$ cat config.mk
export PLATFORM = sky130hd
export DESIGN_NAME = horizontal_span_fill_planner_core
export DESIGN_NICKNAME = d
export VERILOG_FILES = /design/src/rtl/hsfp_pkg.sv /design/src/rtl/hsfp_front.sv /design/src/rtl/hsfp_queue.sv /design/src/rtl/hsfp_back.sv /design/src/rtl/horizontal_span_fill_planner_core.sv
export SDC_FILE = /design/constraint.sdc
export NUM_CORES = 1
export LEC_CHECK = 0
export ABC_AREA = 1
export BUFFER_PORTS_ARGS = -buffer_cell sky130_fd_sc_hd__buf_2
export CORE_MARGIN = 10
export CORE_UTILIZATION = 50
export DETAILED_ROUTE_END_ITERATION = 6
export MAX_ROUTING_LAYER = met4
export PLACE_DENSITY_LB_ADDON = 0.15
export SYNTH_ARGS = -nofsm -noshare
export SYNTH_HDL_FRONTEND = slang
export SYNTH_HIERARCHICAL = 1
export SYNTH_SLANG_ARGS = --single-unit
$ cat constraint.sdc
create_clock -name clk -period 14.3 [get_ports clk]
set_clock_uncertainty 0.1 [all_clocks]
set_input_delay 3.575 -clock clk [delete_from_list [all_inputs] [get_ports clk]]
set_output_delay 3.575 -clock clk [all_outputs]
set_load 0.01 [all_outputs]
$ cat src/rtl/hsfp_pkg.sv
// shared types and constants of the horizontal span fill planner
package hsfp_pkg;

    localparam logic       OP_MASKED = 1'b0;
    localparam logic       OP_RUN    = 1'b1;
    localparam logic [7:0] FULL_MASK = 8'hFF;

    localparam logic       REG_BITMAP_BASE = 1'b0;
    localparam logic       REG_ROW_STRIDE  = 1'b1;

    localparam logic [15:0] BASE_RESET   = 16'd0;
    localparam logic [7:0]  STRIDE_RESET = 8'd80;

    typedef struct packed {
        logic [10:0] start_x;
        logic [9:0]  row_y;
        logic [10:0] span_length;
        logic        pixel_color;
    } item_t;

    // one classified line, up to three operations
    typedef struct packed {
        logic [15:0] row_addr;
        logic        color;
        logic        has_first;
        logic [7:0]  first_mask;
        logic [8:0]  first_off;
        logic        has_run;
        logic [8:0]  run_off;
        logic [8:0]  run_count;
        logic        has_last;
        logic [7:0]  last_mask;
        logic [8:0]  last_off;
    } desc_t;

    typedef struct packed {
        logic        kind;
        logic [15:0] addr;
        logic [7:0]  mask;
        logic        color;
        logic [8:0]  count;
        logic        last;
    } op_t;

endpackage

$ cat src/rtl/hsfp_front.sv
// front end: holds an accepted line and classifies it into a descriptor
module hsfp_front
(
    input  logic               clk,
    input  logic               rst_n,
    input  logic               start,
    input  hsfp_pkg::item_t    item,
    output logic               busy,
    input  logic [15:0]        bitmap_base,
    input  logic [7:0]         row_stride,
    input  logic               q_full,
    output logic               push,
    output hsfp_pkg::desc_t    push_desc
);
    import hsfp_pkg::*;

    logic        valid_reg;
    logic        valid_next;
    item_t       item_reg;
    logic        zero_len;
    logic        advance;
    logic [11:0] last_px;
    logic [7:0]  fb;
    logic [2:0]  fx;
    logic [8:0]  lb;
    logic [2:0]  lx;
    logic [7:0]  mask_hi;
    logic [7:0]  mask_lo;
    logic        single;
    logic [8:0]  full_start;
    logic [9:0]  full_end;
    logic [17:0] row_prod;
    logic [9:0]  run_diff;

    assign zero_len = (item_reg.span_length == 11'd0);
    assign advance  = !valid_reg || zero_len || !q_full;
    assign busy     = !advance;
    assign push     = valid_reg && !zero_len && !q_full;

    assign valid_next = (start && !busy) ? 1'b1 : (advance ? 1'b0 : valid_reg);

    always_ff @(posedge clk or negedge rst_n)
    begin
        if (!rst_n)
        begin
            valid_reg <= 1'b0;
        end
        else
        begin
            valid_reg <= valid_next;
        end
    end

    always_ff @(posedge clk)
    begin
        if (start && !busy)
        begin
            item_reg <= item;
        end
    end

    always_comb
    begin
        last_px    = {1'b0, item_reg.start_x} + {1'b0, item_reg.span_length} - 12'd1;
        fb         = item_reg.start_x[10:3];
        fx         = item_reg.start_x[2:0];
        lb         = last_px[11:3];
        lx         = last_px[2:0];
        mask_hi    = FULL_MASK >> fx;
        mask_lo    = FULL_MASK << (3'd7 - lx);
        single     = ({1'b0, fb} == lb);
        full_start = {1'b0, fb} + {8'd0, (fx != 3'd0)};
        full_end   = {1'b0, lb} + {9'd0, (lx == 3'd7)};
        run_diff   = full_end - {1'b0, full_start};
        row_prod   = {8'd0, item_reg.row_y} * {10'd0, row_stride};

        push_desc.row_addr   = bitmap_base + row_prod[15:0];
        push_desc.color      = item_reg.pixel_color;
        push_desc.first_off  = {1'b0, fb};
        push_desc.run_off    = full_start;
        push_desc.run_count  = run_diff[8:0];
        push_desc.last_mask  = mask_lo;
        push_desc.last_off   = lb;
        if (single)
        begin
            push_desc.has_first  = 1'b1;
            push_desc.first_mask = mask_hi & mask_lo;
            push_desc.has_run    = 1'b0;
            push_desc.has_last   = 1'b0;
        end
        else
        begin
            push_desc.has_first  = (fx != 3'd0);
            push_desc.first_mask = mask_hi;
            push_desc.has_run    = (full_end > {1'b0, full_start});
            push_desc.has_last   = (lx != 3'd7);
        end
    end

endmodule

$ cat src/rtl/hsfp_queue.sv
// short descriptor queue between front and back end
module hsfp_queue
#(
    parameter int DEPTH = 4
)
(
    input  logic               clk,
    input  logic               rst_n,
    input  logic               push,
    input  hsfp_pkg::desc_t    push_desc,
    output logic               full,
    input  logic               pop,
    output hsfp_pkg::desc_t    pop_desc,
    output logic               empty
);
    import hsfp_pkg::*;

    localparam int PW = (DEPTH > 1) ? $clog2(DEPTH) : 1;
    localparam int CW = $clog2(DEPTH + 1);
    localparam logic [PW-1:0] LAST_SLOT = PW'(DEPTH - 1);

    desc_t         slot_reg [DEPTH];
    logic [PW-1:0] wr_ptr_reg;
    logic [PW-1:0] rd_ptr_reg;
    logic [CW-1:0] count_reg;
    logic [CW-1:0] count_next;

    assign full     = (count_reg == CW'(DEPTH));
    assign empty    = (count_reg == '0);
    assign pop_desc = slot_reg[rd_ptr_reg];

    always_comb
    begin
        count_next = count_reg;
        if (push && !pop)
        begin
            count_next = count_reg + 1'b1;
        end
        else if (pop && !push)
        begin
            count_next = count_reg - 1'b1;
        end
    end

    always_ff @(posedge clk or negedge rst_n)
    begin
        if (!rst_n)
        begin
            wr_ptr_reg <= '0;
            rd_ptr_reg <= '0;
            count_reg  <= '0;
        end
        else
        begin
            count_reg <= count_next;
            if (push)
            begin
                wr_ptr_reg <= (wr_ptr_reg == LAST_SLOT) ? '0 : wr_ptr_reg + 1'b1;
            end
            if (pop)
            begin
                rd_ptr_reg <= (rd_ptr_reg == LAST_SLOT) ? '0 : rd_ptr_reg + 1'b1;
            end
        end
    end

    always_ff @(posedge clk)
    begin
        if (push)
        begin
            slot_reg[wr_ptr_reg] <= push_desc;
        end
    end

endmodule

$ cat src/rtl/hsfp_back.sv
// back end: steps through a descriptor, one operation per cycle
module hsfp_back
(
    input  logic               clk,
    input  logic               rst_n,
    input  logic               q_empty,
    input  hsfp_pkg::desc_t    q_desc,
    output logic               pop,
    output logic               op_valid,
    output hsfp_pkg::op_t      op
);
    import hsfp_pkg::*;

    desc_t       desc_reg;
    logic [2:0]  pend_reg;
    logic [2:0]  pend_next;
    logic [2:0]  pend_left;
    logic        active;
    op_t         op_next;
    op_t         op_reg;
    logic        valid_reg;
    logic [8:0]  off;

    assign active = (pend_reg != 3'b000);

    always_comb
    begin
        pend_left      = pend_reg;
        off            = desc_reg.first_off;
        op_next.kind   = OP_MASKED;
        op_next.mask   = desc_reg.first_mask;
        op_next.count  = 9'd1;
        priority if (pend_reg[0])
        begin
            pend_left[0] = 1'b0;
        end
        else if (pend_reg[1])
        begin
            pend_left[1]  = 1'b0;
            off           = desc_reg.run_off;
            op_next.kind  = OP_RUN;
            op_next.mask  = FULL_MASK;
            op_next.count = desc_reg.run_count;
        end
        else
        begin
            pend_left[2] = 1'b0;
            off          = desc_reg.last_off;
            op_next.mask = desc_reg.last_mask;
        end
        op_next.addr  = desc_reg.row_addr + {7'd0, off};
        op_next.color = desc_reg.color;
        op_next.last  = (pend_left == 3'b000);

        pop       = !q_empty && (pend_left == 3'b000);
        pend_next = pop ? {q_desc.has_last, q_desc.has_run, q_desc.has_first} : pend_left;
    end

    always_ff @(posedge clk or negedge rst_n)
    begin
        if (!rst_n)
        begin
            pend_reg  <= 3'b000;
            valid_reg <= 1'b0;
        end
        else
        begin
            pend_reg  <= pend_next;
            valid_reg <= active;
        end
    end

    always_ff @(posedge clk)
    begin
        if (pop)
        begin
            desc_reg <= q_desc;
        end
        op_reg <= op_next;
    end

    assign op_valid = valid_reg;
    assign op       = op_reg;

endmodule

$ cat src/rtl/horizontal_span_fill_planner_core.sv
// top level of the horizontal span fill planner with its register port
// latency: a line passes the front item register, a queue slot, the back descriptor register and the operation register
// throughput: one operation per cycle from the back end, up to three operations a line
// the descriptor queue lets the front take new lines while the back is still emitting
// reset: async active low, clears control state, base 0 and stride 80
// results cannot be stalled, result_valid marks each one-cycle beat
module horizontal_span_fill_planner_core
#(
    parameter int QUEUE_DEPTH = 4
)
(
    input  logic        clk,
    input  logic        rst_n,
    // line request
    input  logic        start,
    output logic        busy,
    input  logic [10:0] start_x,
    input  logic [9:0]  row_y,
    input  logic [10:0] span_length,
    input  logic        pixel_color,
    // operation beats
    output logic        result_valid,
    output logic        op_kind,
    output logic [15:0] byte_address,
    output logic [7:0]  bit_mask,
    output logic        fill_value,
    output logic [8:0]  run_count,
    output logic        last_op,
    // register port
    input  logic        psel,
    input  logic        penable,
    input  logic        pwrite,
    input  logic [2:0]  paddr,
    input  logic [31:0] pwdata,
    output logic [31:0] prdata,
    output logic        pready
);
    import hsfp_pkg::*;

    logic [15:0] base_reg;
    logic [7:0]  stride_reg;
    logic        reg_wr;
    logic        reg_sel;
    item_t       item;
    logic        q_full;
    logic        q_empty;
    logic        push;
    logic        pop;
    desc_t       push_desc;
    desc_t       pop_desc;
    op_t         op;

    // register file, word aligned, one register per word
    assign pready  = 1'b1;
    assign reg_sel = paddr[2];
    assign reg_wr  = psel && penable && pwrite && pready;

    always_ff @(posedge clk or negedge rst_n)
    begin
        if (!rst_n)
        begin
            base_reg   <= BASE_RESET;
            stride_reg <= STRIDE_RESET;
        end
        else if (reg_wr)
        begin
            unique case (reg_sel)
                REG_BITMAP_BASE: base_reg   <= pwdata[15:0];
                REG_ROW_STRIDE:  stride_reg <= pwdata[7:0];
                default:         base_reg   <= base_reg;
            endcase
        end
    end

    always_comb
    begin
        unique case (reg_sel)
            REG_BITMAP_BASE: prdata = {16'd0, base_reg};
            REG_ROW_STRIDE:  prdata = {24'd0, stride_reg};
            default:         prdata = 32'd0;
        endcase
    end

    assign item.start_x     = start_x;
    assign item.row_y       = row_y;
    assign item.span_length = span_length;
    assign item.pixel_color = pixel_color;

    // front: holds one line, computes row address and splits it into first/run/last
    hsfp_front u_front
    (
        .clk         (clk),
        .rst_n       (rst_n),
        .start       (start),
        .item        (item),
        .busy        (busy),
        .bitmap_base (base_reg),
        .row_stride  (stride_reg),
        .q_full      (q_full),
        .push        (push),
        .push_desc   (push_desc)
    );

    // queue decouples classification from emission
    hsfp_queue #(.DEPTH(QUEUE_DEPTH)) u_queue
    (
        .clk       (clk),
        .rst_n     (rst_n),
        .push      (push),
        .push_desc (push_desc),
        .full      (q_full),
        .pop       (pop),
        .pop_desc  (pop_desc),
        .empty     (q_empty)
    );

    // back: one registered operation beat per cycle, final beat flagged
    hsfp_back u_back
    (
        .clk      (clk),
        .rst_n    (rst_n),
        .q_empty  (q_empty),
        .q_desc   (pop_desc),
        .pop      (pop),
        .op_valid (result_valid),
        .op       (op)
    );

    assign op_kind      = op.kind;
    assign byte_address = op.addr;
    assign bit_mask     = op.mask;
    assign fill_value   = op.color;
    assign run_count    = op.count;
    assign last_op      = op.last;

endmodule
==> run summary, run 1 <==
Ys async rst share = 0.07792
Antenna-violating nets left = 0
HPWL Detailed = 31820 um
Mux cell area share after synthesis = 0
Simple-gate share of the synthesized area = 0.1398
#FFs+latches synth = 462
First drt pass iteration count = 5
Chip width = 235.7 um
Clock Latency Late Sink = 0.62 ns
Max-slew headroom = 0.3174
Worst-margin pin slew = 1.024 ns
GRT Overall Usage = 0.1780
Pleak = 11.74 nW
Max incr delay on CP = 0.40 ns
Synthesized area = 23270 um^2
Most frequent cells in the layout = nand2_1, inv_1, edfxtp_1
Gp weighted congestion = 0.8644
Tcrit/Tclk final = 0.5746
Max Cap Viol = 0
Die Height = 235.7 um
Die area = 55560 um^2
Part of the power in registers = 0.383
DR iter-0 viols = 959
Synth cell types = 50
Area growth from synthesis to layout = 10.51%
Clock-pin transition on the worst setup and hold timing paths = 0.06 ns
# setup viols final = 0
P_int = 3.972 mW
Initial antenna violation count = 0
Antenna Cells = 0
DR top layer = met4
Initial Util = 0.5094
Tmin final = 8.217 ns
Hold path depth = 0
Startpoint Class = primary input
Part of the Yosys area used for sequential elements = 0.5731
Crit path kind = primary input to primary output
Switching fraction of total power = 0.3912
Final nets = 2519
Crit-path max FO = 26
CP cell instances = buf_2 -> inv_4 -> nand2_1 -> nand2_1 -> buf_2
Avg Cell Area, Syn = 10.50 um^2
Core Area = 45670 um^2
# rows = 78
Dpl cells = 2848
Core Util, Final = 0.5630
CTS tree = done
DRT met1 WL = 22000 um
Post-DR wirelength/cell = 16.28 um
Final WL = 47860 um
EDFF count, synth = 390
H-tree levels = 2
Type of the tightest min-delay check = flop to flop
Comb power frac = 0.414
RSZ-0062 raised after global routing = no
Bufs on Longest Clock Path = 3
Worst r2r path cells = 20
Critical path depth = 5
WL met3 = 2612 um
Compound-Gate Fraction of Synth Area = 0.06453
Vias in the first global route = 14420
Clock sinks = 462
F_max = 121.7 MHz
P_sw = 2.553 mW
First-pass GRT wire length = 77330 um
VDD IR max = 122.3 uV
Post-synthesis xor/xnor area fraction = 0.01619
Fraction of layout cells with a size suffix above 1 = 0.1038
Vias/cell = 4.972
Non-filler cells, final = 2940
Maximum number of pins on one net before global-route repair = 112
Syn Inst Count = 2216
Total grt overflow = 0
Crit-path leading delay family = buffers and inverters
Final hold violation count = 0
Via Count = 14620
Largest family of logic cells by synthesized area = simple AND/OR/NAND/NOR gates
Crit path max-delay cell type = buf_2
Worst Setup End Kind = primary output
Crit path required time = 10.62 ns
WHS = 0.2499 ns
CTS Buf Count = 50
Max-slew violations = 0
Post-CTS resize count = 0
Root buffer cell = clkbuf_16
Post-synth top flop = edfxtp_1
Fin Setup TNS = 0 ns
PwrDens = 253.8 nW/um^2
# port buffers = 109
Synth Warn # = 6
Crit path DAT = 4.54 ns
Status = complete, no violations
DR DRC count = 0
Max reg flops = 288
Postcts setup bufs = 0
CTS Hold Bufs = 0
Ports = 145
Critical path buffers and inverters = 3
Commonest non-fill, non-tap cell in the layout = nand2_1
Adder-Cell Fraction of Synth Area = 0.09927
Routed wl met2 = 22380 um
Clock network fraction of total power = 0.202
-- per-layer routing --
metal / vias to the layer above / global-route usage
met1: 6953 / 0.2324
met4: 0 / 0.04126
met2: 315 / 0.2835
met3: 56 / 0.03439
met5: - / -
li1: 7293 / -
-- power groups by stage --
stage | Combinational (mW) | Sequential, mW | Clock [mW]
after global routing | 3.13 | 2.55 | 1.41
after global placement | 2.66 | 2.52 | 0
after detailed placement | 2.73 | 2.53 | 0
final | 2.70 | 2.50 | 1.32
after CTS | 2.74 | 2.51 | 1.35
after floorplan | 2.02 | 2.49 | 0
-- synthesized netlist by cell type (3+ instances only) --
cell,instances,area share
inv_1,455,0.073
nor2_1,58,0.0094
xnor2_1,12,0.0045
edfxtp_1,390,0.50
nand2_1,585,0.094
nor2_2,3,0.00081
dfrtp_1,34,0.037
nand3_1,80,0.017
nand3_2,5,0.0022
buf_2,20,0.0043
o22a_1,8,0.0030
o21ai_0,16,0.0034
nand2_2,7,0.0019
nand3b_1,4,0.0013
inv_2,13,0.0021
xor2_1,31,0.012
nor3_1,8,0.0017
nand4_1,18,0.0048
buf_4,37,0.012
dfxtp_1,36,0.031
o211ai_1,144,0.046
buf_6,20,0.0097
clkbuf_1,23,0.0037
fa_1,66,0.057
a21oi_1,28,0.0060
ha_1,79,0.042
inv_4,3,0.00081
conb_1,4,0.00065
-- path summary, 6_finish.rpt --
| check | from | slack [ns] | endpoint |
|---|---|---|---|
| min in group asynchronous | rst_n | 2.99 | u_back/pend_reg[1] |
| worst min register to register | u_back/desc_reg[55] | 0.25 | u_back/op[10] |
| worst min-delay path | u_back/desc_reg[55] | 0.25 | u_back/op[10] |
| max in group asynchronous | rst_n | 10.50 | u_queue/rd_ptr_reg[1] |
| worst max register to register | u_front/fx[1] | 8.77 | u_queue/slot_reg[0][36] |
| worst max-delay path | paddr[2] | 6.08 | prdata[1] |
-- final cells by class --
type                    instances  area (um^2)
fillers                      3959        19960
flip-flops and latches        462        13340
multi-input cells            1196         7511
inverters                     472         1788
clock buffers                  63         1361
well taps                     600        750.7
repair buffers                118        613.1
clock inverters                29        352.8
-- cell families (layout without fill, tap and decap cells) --
group,Yosys count,in the layout
AND/OR/NAND/NOR,779,779
buffers and inverters,573,682
flip-flops,462,462
AO/OA/AOI/OAI,210,210
adder cells (fa/ha/maj),145,145
XOR/XNOR,43,43
other,4,19
-- stage by stage --
stage | worst slack, ns | instance area, um^2 | power, mW
final | 6.083 | 25710 | 6.525
after global routing | 6.007 | 25710 | 7.087
after CTS | 6.100 | 25710 | 6.601
after detailed placement | 6.103 | 24000 | 5.265
after global placement | 6.151 | 24000 | 5.184
after floorplan | 6.537 | 23320 | 4.514
Note: power is estimated with default switching activity, not from simulation.
==> run 2, diff against run 1 <==
==> constraint.sdc (replaced) <==
create_clock -name clk -period 6.7 [get_ports clk]
set_clock_uncertainty 0.1 [all_clocks]
set_input_delay 1.675 -clock clk [delete_from_list [all_inputs] [get_ports clk]]
set_output_delay 1.675 -clock clk [all_outputs]
set_load 0.01 [all_outputs]
==> run summary, run 2 (same netlist as run 1, synthesis figures left out) <==
Fillers = 3938
Chip width = 235.7 um
Cell Area, Placed = 24000 um^2
Crit path DAT = 5.40 ns
Root buffer cell = clkbuf_16
Worst r2r path cells = 20
Total power draw = 13.93 mW
Crit path kind = flop to flop
Dpl cells = 2848
Max-slew violations = 0
Crit path required time = 6.93 ns
R2R Setup Slk = 1.53 ns
# rows = 78
DR iter-0 viols = 801
Pleak = 11.75 nW
Die area = 55560 um^2
Postcts setup bufs = 0
Antenna Cells = 0
CP cell instances = inv_1 -> ha_1 -> inv_1 -> ha_1 -> fa_1 -> nand2_1 -> nor2_1 -> ha_1 -> ha_1 -> nand2_1 -> nor2_1 -> nand4_1 -> o21ai_1 -> nand2_1 -> ha_1 -> nand2_1 -> nor4_1 -> a21oi_1 -> nor2_1 -> nor2_1
WL met3 = 2657 um
Max-slew headroom = 0.2874
Max incr delay on CP = 0.76 ns
Worst Setup End Kind = flop
Ports = 145
Post-CTS resize count = 0
Commonest non-fill, non-tap cell in the layout = nand2_1
CTS tree = done
Final nets = 2517
WHS = 0.2397 ns
Design Area, Final = 25710 um^2
Via Count = 14610
Clock sinks = 462
Area growth from synthesis to layout = 10.49%
Non-filler cells, final = 2938
# setup viols final = 0
DR DRC count = 0
Tcrit/Tclk final = 0.7718
PwrDens = 541.7 nW/um^2
Maximum number of pins on one net before global-route repair = 155
Gp weighted congestion = 0.8830
Fin worst setup slack = 1.529 ns
Critical Path Most Common Cell = ha_1
Clock-pin transition on the worst setup and hold timing paths = 0.06 ns
Routed wl met2 = 22450 um
Fin Setup TNS = 0 ns
H-tree levels = 2
Crit-path max FO = 8
Max Cap Viol = 0
RSZ-0062 raised after global routing = no
DR top layer = met4
GRT Overall Usage = 0.1767
Worst hold start = u_back/desc_reg[55]
Hold path depth = 0
Vias in the first global route = 14300
Core Area = 45670 um^2
Final hold violation count = 0
Core Util, Final = 0.5628
Status = complete, no violations
Total grt overflow = 0
Initial antenna violation count = 0
Fraction of layout cells with a size suffix above 1 = 0.1065
Most frequent cells in the layout = nand2_1, inv_1, edfxtp_1
Hold EP = u_back/op[10]
Bufs on Longest Clock Path = 3
Max reg flops = 288
Clock Latency Late Sink = 0.59 ns
HPWL Detailed = 32040 um
CTS Buf Count = 48
Tmin final = 5.171 ns
Final WL = 48000 um
DRT met1 WL = 22010 um
Vias/cell = 4.971
Worst-margin pin slew = 1.069 ns
Type of the tightest min-delay check = flop to flop
VDD IR max = 287.9 uV
Initial Util = 0.5094
Die Height = 235.7 um
# port buffers = 109
CTS Hold Bufs = 0
Startpoint Class = flop
Worst slack at placement = 1.581 ns
Post-DR wirelength/cell = 16.34 um
Worst r2r src = u_front/fx[1]
F_max = 193.4 MHz
Reg2reg end = u_queue/slot_reg[2][36]
Crit path max-delay cell type = fa_1
First drt pass iteration count = 5
Antenna-violating nets left = 0
First-pass GRT wire length = 76840 um
==> run 2: how the worst max path moves through the flow <==
stage                        startpoint                 endpoint  cells after the start
after detailed placement  u_front/fx[1]  u_queue/slot_reg[1][36]                     20
after CTS                 u_front/fx[1]  u_queue/slot_reg[1][36]                     20
final                     u_front/fx[1]  u_queue/slot_reg[2][36]                     20
after global placement    u_front/fx[1]  u_queue/slot_reg[1][36]                     20
after global routing      u_front/fx[1]  u_queue/slot_reg[1][36]                     20
after floorplan           stride_reg[6]  u_queue/slot_reg[0][69]                     16
==> run 2: final cells by class <==
| cell class | count | area (um^2) | area share |
|---|---|---|---|
| clock buffer | 62 | 1334 | 0.05188 |
| clock inverter | 28 | 374.1 | 0.01455 |
| inverter | 472 | 1788 | 0.06955 |
| multi-input combinational | 1196 | 7511 | 0.2922 |
| sequential | 462 | 13340 | 0.5188 |
| tap | 600 | 750.7 | 0.02920 |
| timing repair buffer | 118 | 613.1 | 0.02385 |
==> run 2: where the power goes <==
part | internal, mW | total, mW | switching (mW)
Combinational | 1.83 | 5.76 | 3.93
Sequential | 4.97 | 5.33 | 0.362
Clock | 1.72 | 2.84 | 1.12
==> run 2: critical path, delay by kind of cell, from the launching register on <==
family | cells | cell delay [ns]
fa+ha+maj | 6 | 2.23
simple gates | 10 | 1.75
compound gates | 2 | 0.25
buf+inv | 2 | 0.15
flops | 1 | 0.41
==> run 2: layer usage <==
layer / vias to the layer above / track usage
met1: 6956 / 0.2248
met5: - / -
met2: 293 / 0.2835
li1: 7289 / -
met3: 67 / 0.04104
met4: 0 / 0.04009
==> run 3, diff against run 2 <==
--- a/config.mk
+++ b/config.mk
@@ -5,7 +5,7 @@
 export SDC_FILE = /design/constraint.sdc
 export NUM_CORES = 1
 export LEC_CHECK = 0
-export ABC_AREA = 1
+export ABC_AREA = 0
 export BUFFER_PORTS_ARGS = -buffer_cell sky130_fd_sc_hd__buf_2
 export CORE_MARGIN = 10
 export CORE_UTILIZATION = 50
==> constraint.sdc (replaced) <==
create_clock -name clk -period 5 [get_ports clk]
set_clock_uncertainty 0.1 [all_clocks]
set_input_delay 1.25 -clock clk [delete_from_list [all_inputs] [get_ports clk]]
set_output_delay 1.25 -clock clk [all_outputs]
set_load 0.01 [all_outputs]
==> run summary, run 3 <==
Simple-gate share of the synthesized area = 0.06482
Clock sinks = 462
RSZ-0062 raised after global routing = yes
Type of the tightest min-delay check = flop to flop
Initial Util = 0.5066
Avg Cell Area, Syn = 15.08 um^2
Die area = 52510 um^2
Die Height = 229.1 um
H-tree levels = 2
Commonest non-fill, non-tap cell in the layout = edfxtp_1
WHS = 0.3198 ns
Clock-pin transition on the worst setup and hold timing paths = 0.06 ns
Post-synth top area share = 0.5355
Total grt overflow = 0
Antenna Cells = 0
Clock Latency Late Sink = 0.57 ns
Vias in the first global route = 12150
Mux cell area share after synthesis = 0.09840
# rows = 76
Post-synthesis xor/xnor area fraction = 0.02483
Dpl cells = 2123
Most frequent cells in the layout = edfxtp_1, inv_1, buf_2
Final WL = 42130 um
Max Cap Viol = 0
Compound-Gate Fraction of Synth Area = 0.04136
Reg2reg end = u_queue/slot_reg[0][71]
Crit-path max FO = 12
Initial antenna violation count = 0
Post-DR wirelength/cell = 19.04 um
GRT Overall Usage = 0.1679
Antenna-violating nets left = 0
HPWL Detailed = 28840 um
Max reg flops = 288
Maximum number of pins on one net before global-route repair = 72
Worst r2r src = stride_reg[4]
Via Count = 11460
CP startpoint = stride_reg[4]
Ports = 145
# port buffers = 109
CTS Buf Count = 47
Final nets = 1810
Core Area = 43170 um^2
DR iter-0 viols = 687
Non-filler cells, final = 2213
Core Util, Final = 0.5685
Most frequent cell after synthesis = edfxtp_1
DR DRC count = 0
Largest family of logic cells by synthesized area = adder cells
Vias/cell = 5.179
Worst Setup End Kind = flop
CTS tree = done
Tcrit/Tclk final = 0.9618
Post-synth top area cell = edfxtp_1
Top cells by area, synth = edfxtp_1, mux4_2, fa_1, ha_1, dfrtp_1
Tmin final = 4.809 ns
Synth cell types = 81
Max-slew violations = 0
Worst slack at placement = 0.1218 ns
Fraction of layout cells with a size suffix above 1 = 0.2187
Part of the Yosys area used for sequential elements = 0.6097
Final hold violation count = 0
R2R Setup Slk = 0.19 ns
Area growth from synthesis to layout = 12.21%
F_max = 207.9 MHz
Synthesized area = 21870 um^2
Chip width = 229.1 um
Crit path required time = 5.20 ns
Adder-Cell Fraction of Synth Area = 0.1056
Syn Inst Count = 1450
Startpoint Class = flop
Status = complete, no violations
# setup viols final = 0
First-pass GRT wire length = 67950 um
CP Capture Point = u_queue/slot_reg[0][71]
Gp weighted congestion = 0.8696
Crit path DAT = 5.01 ns
Max-slew headroom = 0.2944
Fin worst setup slack = 0.1908 ns
Post-synth top cells = edfxtp_1, inv_1, nand2_1
Worst r2r path cells = 15
Synth Warn # = 6
Bufs on Longest Clock Path = 3
Post-synth top flop = edfxtp_1
Crit path kind = flop to flop
Worst-margin pin slew = 1.058 ns
Root buffer cell = clkbuf_16
#FFs+latches synth = 462
Ys async rst share = 0.07792
First drt pass iteration count = 6
EDFF count, synth = 390
==> run 3: final cells by class <==
cell class,count,area (um^2)
fill,3512,18630
timing repair buffer,150,853.3
clock inverter,23,210.2
clock buffer,63,1256
sequential,462,13340
multi-input combinational,741,7436
tap,585,732.0
inverter,189,709.4
==> run 3: what timing repair did <==
item                       4_1_cts  5_1_grt
hold endpoints to repair         0        0
setup endpoints to repair        0       28
buffers inserted                 0        4
hold buffers                     0        0
resized for setup                0        6
==> run 3: through the flow <==
step | TNS, ns | cell area, um^2
final | 0 | 24540
after global routing | -0.4706 | 24540
after global placement | 0 | 23020
after floorplan | 0 | 21930
after CTS | 0 | 24480
after detailed placement | 0 | 23020
==> run 3: logic make-up after synthesis <==
| group | Yosys count |
|---|---|
| simple gates | 265 |
| flops | 462 |
| xor+xnor | 62 |
| buf+inv | 262 |
| fa+ha+maj | 145 |
| mux | 117 |
| other cells | 4 |
| compound gates | 133 |
==> run 3: worst min-delay path by stage <==
stage,to,cells after the start,from,slack [ns]
after floorplan,u_back/op[10],0,u_back/desc_reg[55],0.22
after global placement,u_back/op[10],0,u_back/desc_reg[55],0.32
after detailed placement,u_back/op[10],0,u_back/desc_reg[55],0.29
after CTS,u_back/op[10],0,u_back/desc_reg[55],0.33
after global routing,u_back/op[10],0,u_back/desc_reg[55],0.33
final,u_back/op[10],0,u_back/desc_reg[55],0.32
==> run 3: critical path: stages, from the launching register on <==
cell and delay (ns):
dfstp_2 0.66, nand2_1 0.12, fa_1 0.54, inv_1 0.05, fa_1 0.46, fa_1 0.54
inv_1 0.05, fa_1 0.53, inv_1 0.04, ha_1 0.36, a21o_1 0.18, a21o_1 0.22
nor3_1 0.20, a21oi_2 0.12, a31oi_2 0.25, xnor2_2 0.11
==> run 3: layer usage <==
layer  share of wire  routed length, um  vias to the layer above  global-route usage
li1                -                  -                     5409                   -
met2            0.45              18850                      277              0.2490
met1            0.48              20010                     5720              0.2329
met4           0.022                935                        0             0.04366
met3           0.055               2329                       56             0.03535
met5               0                  0                        -                   -
Power of run 3 is not shown: default switching activity piles up to over one toggle a cycle in this logic, so the estimate is an artifact.
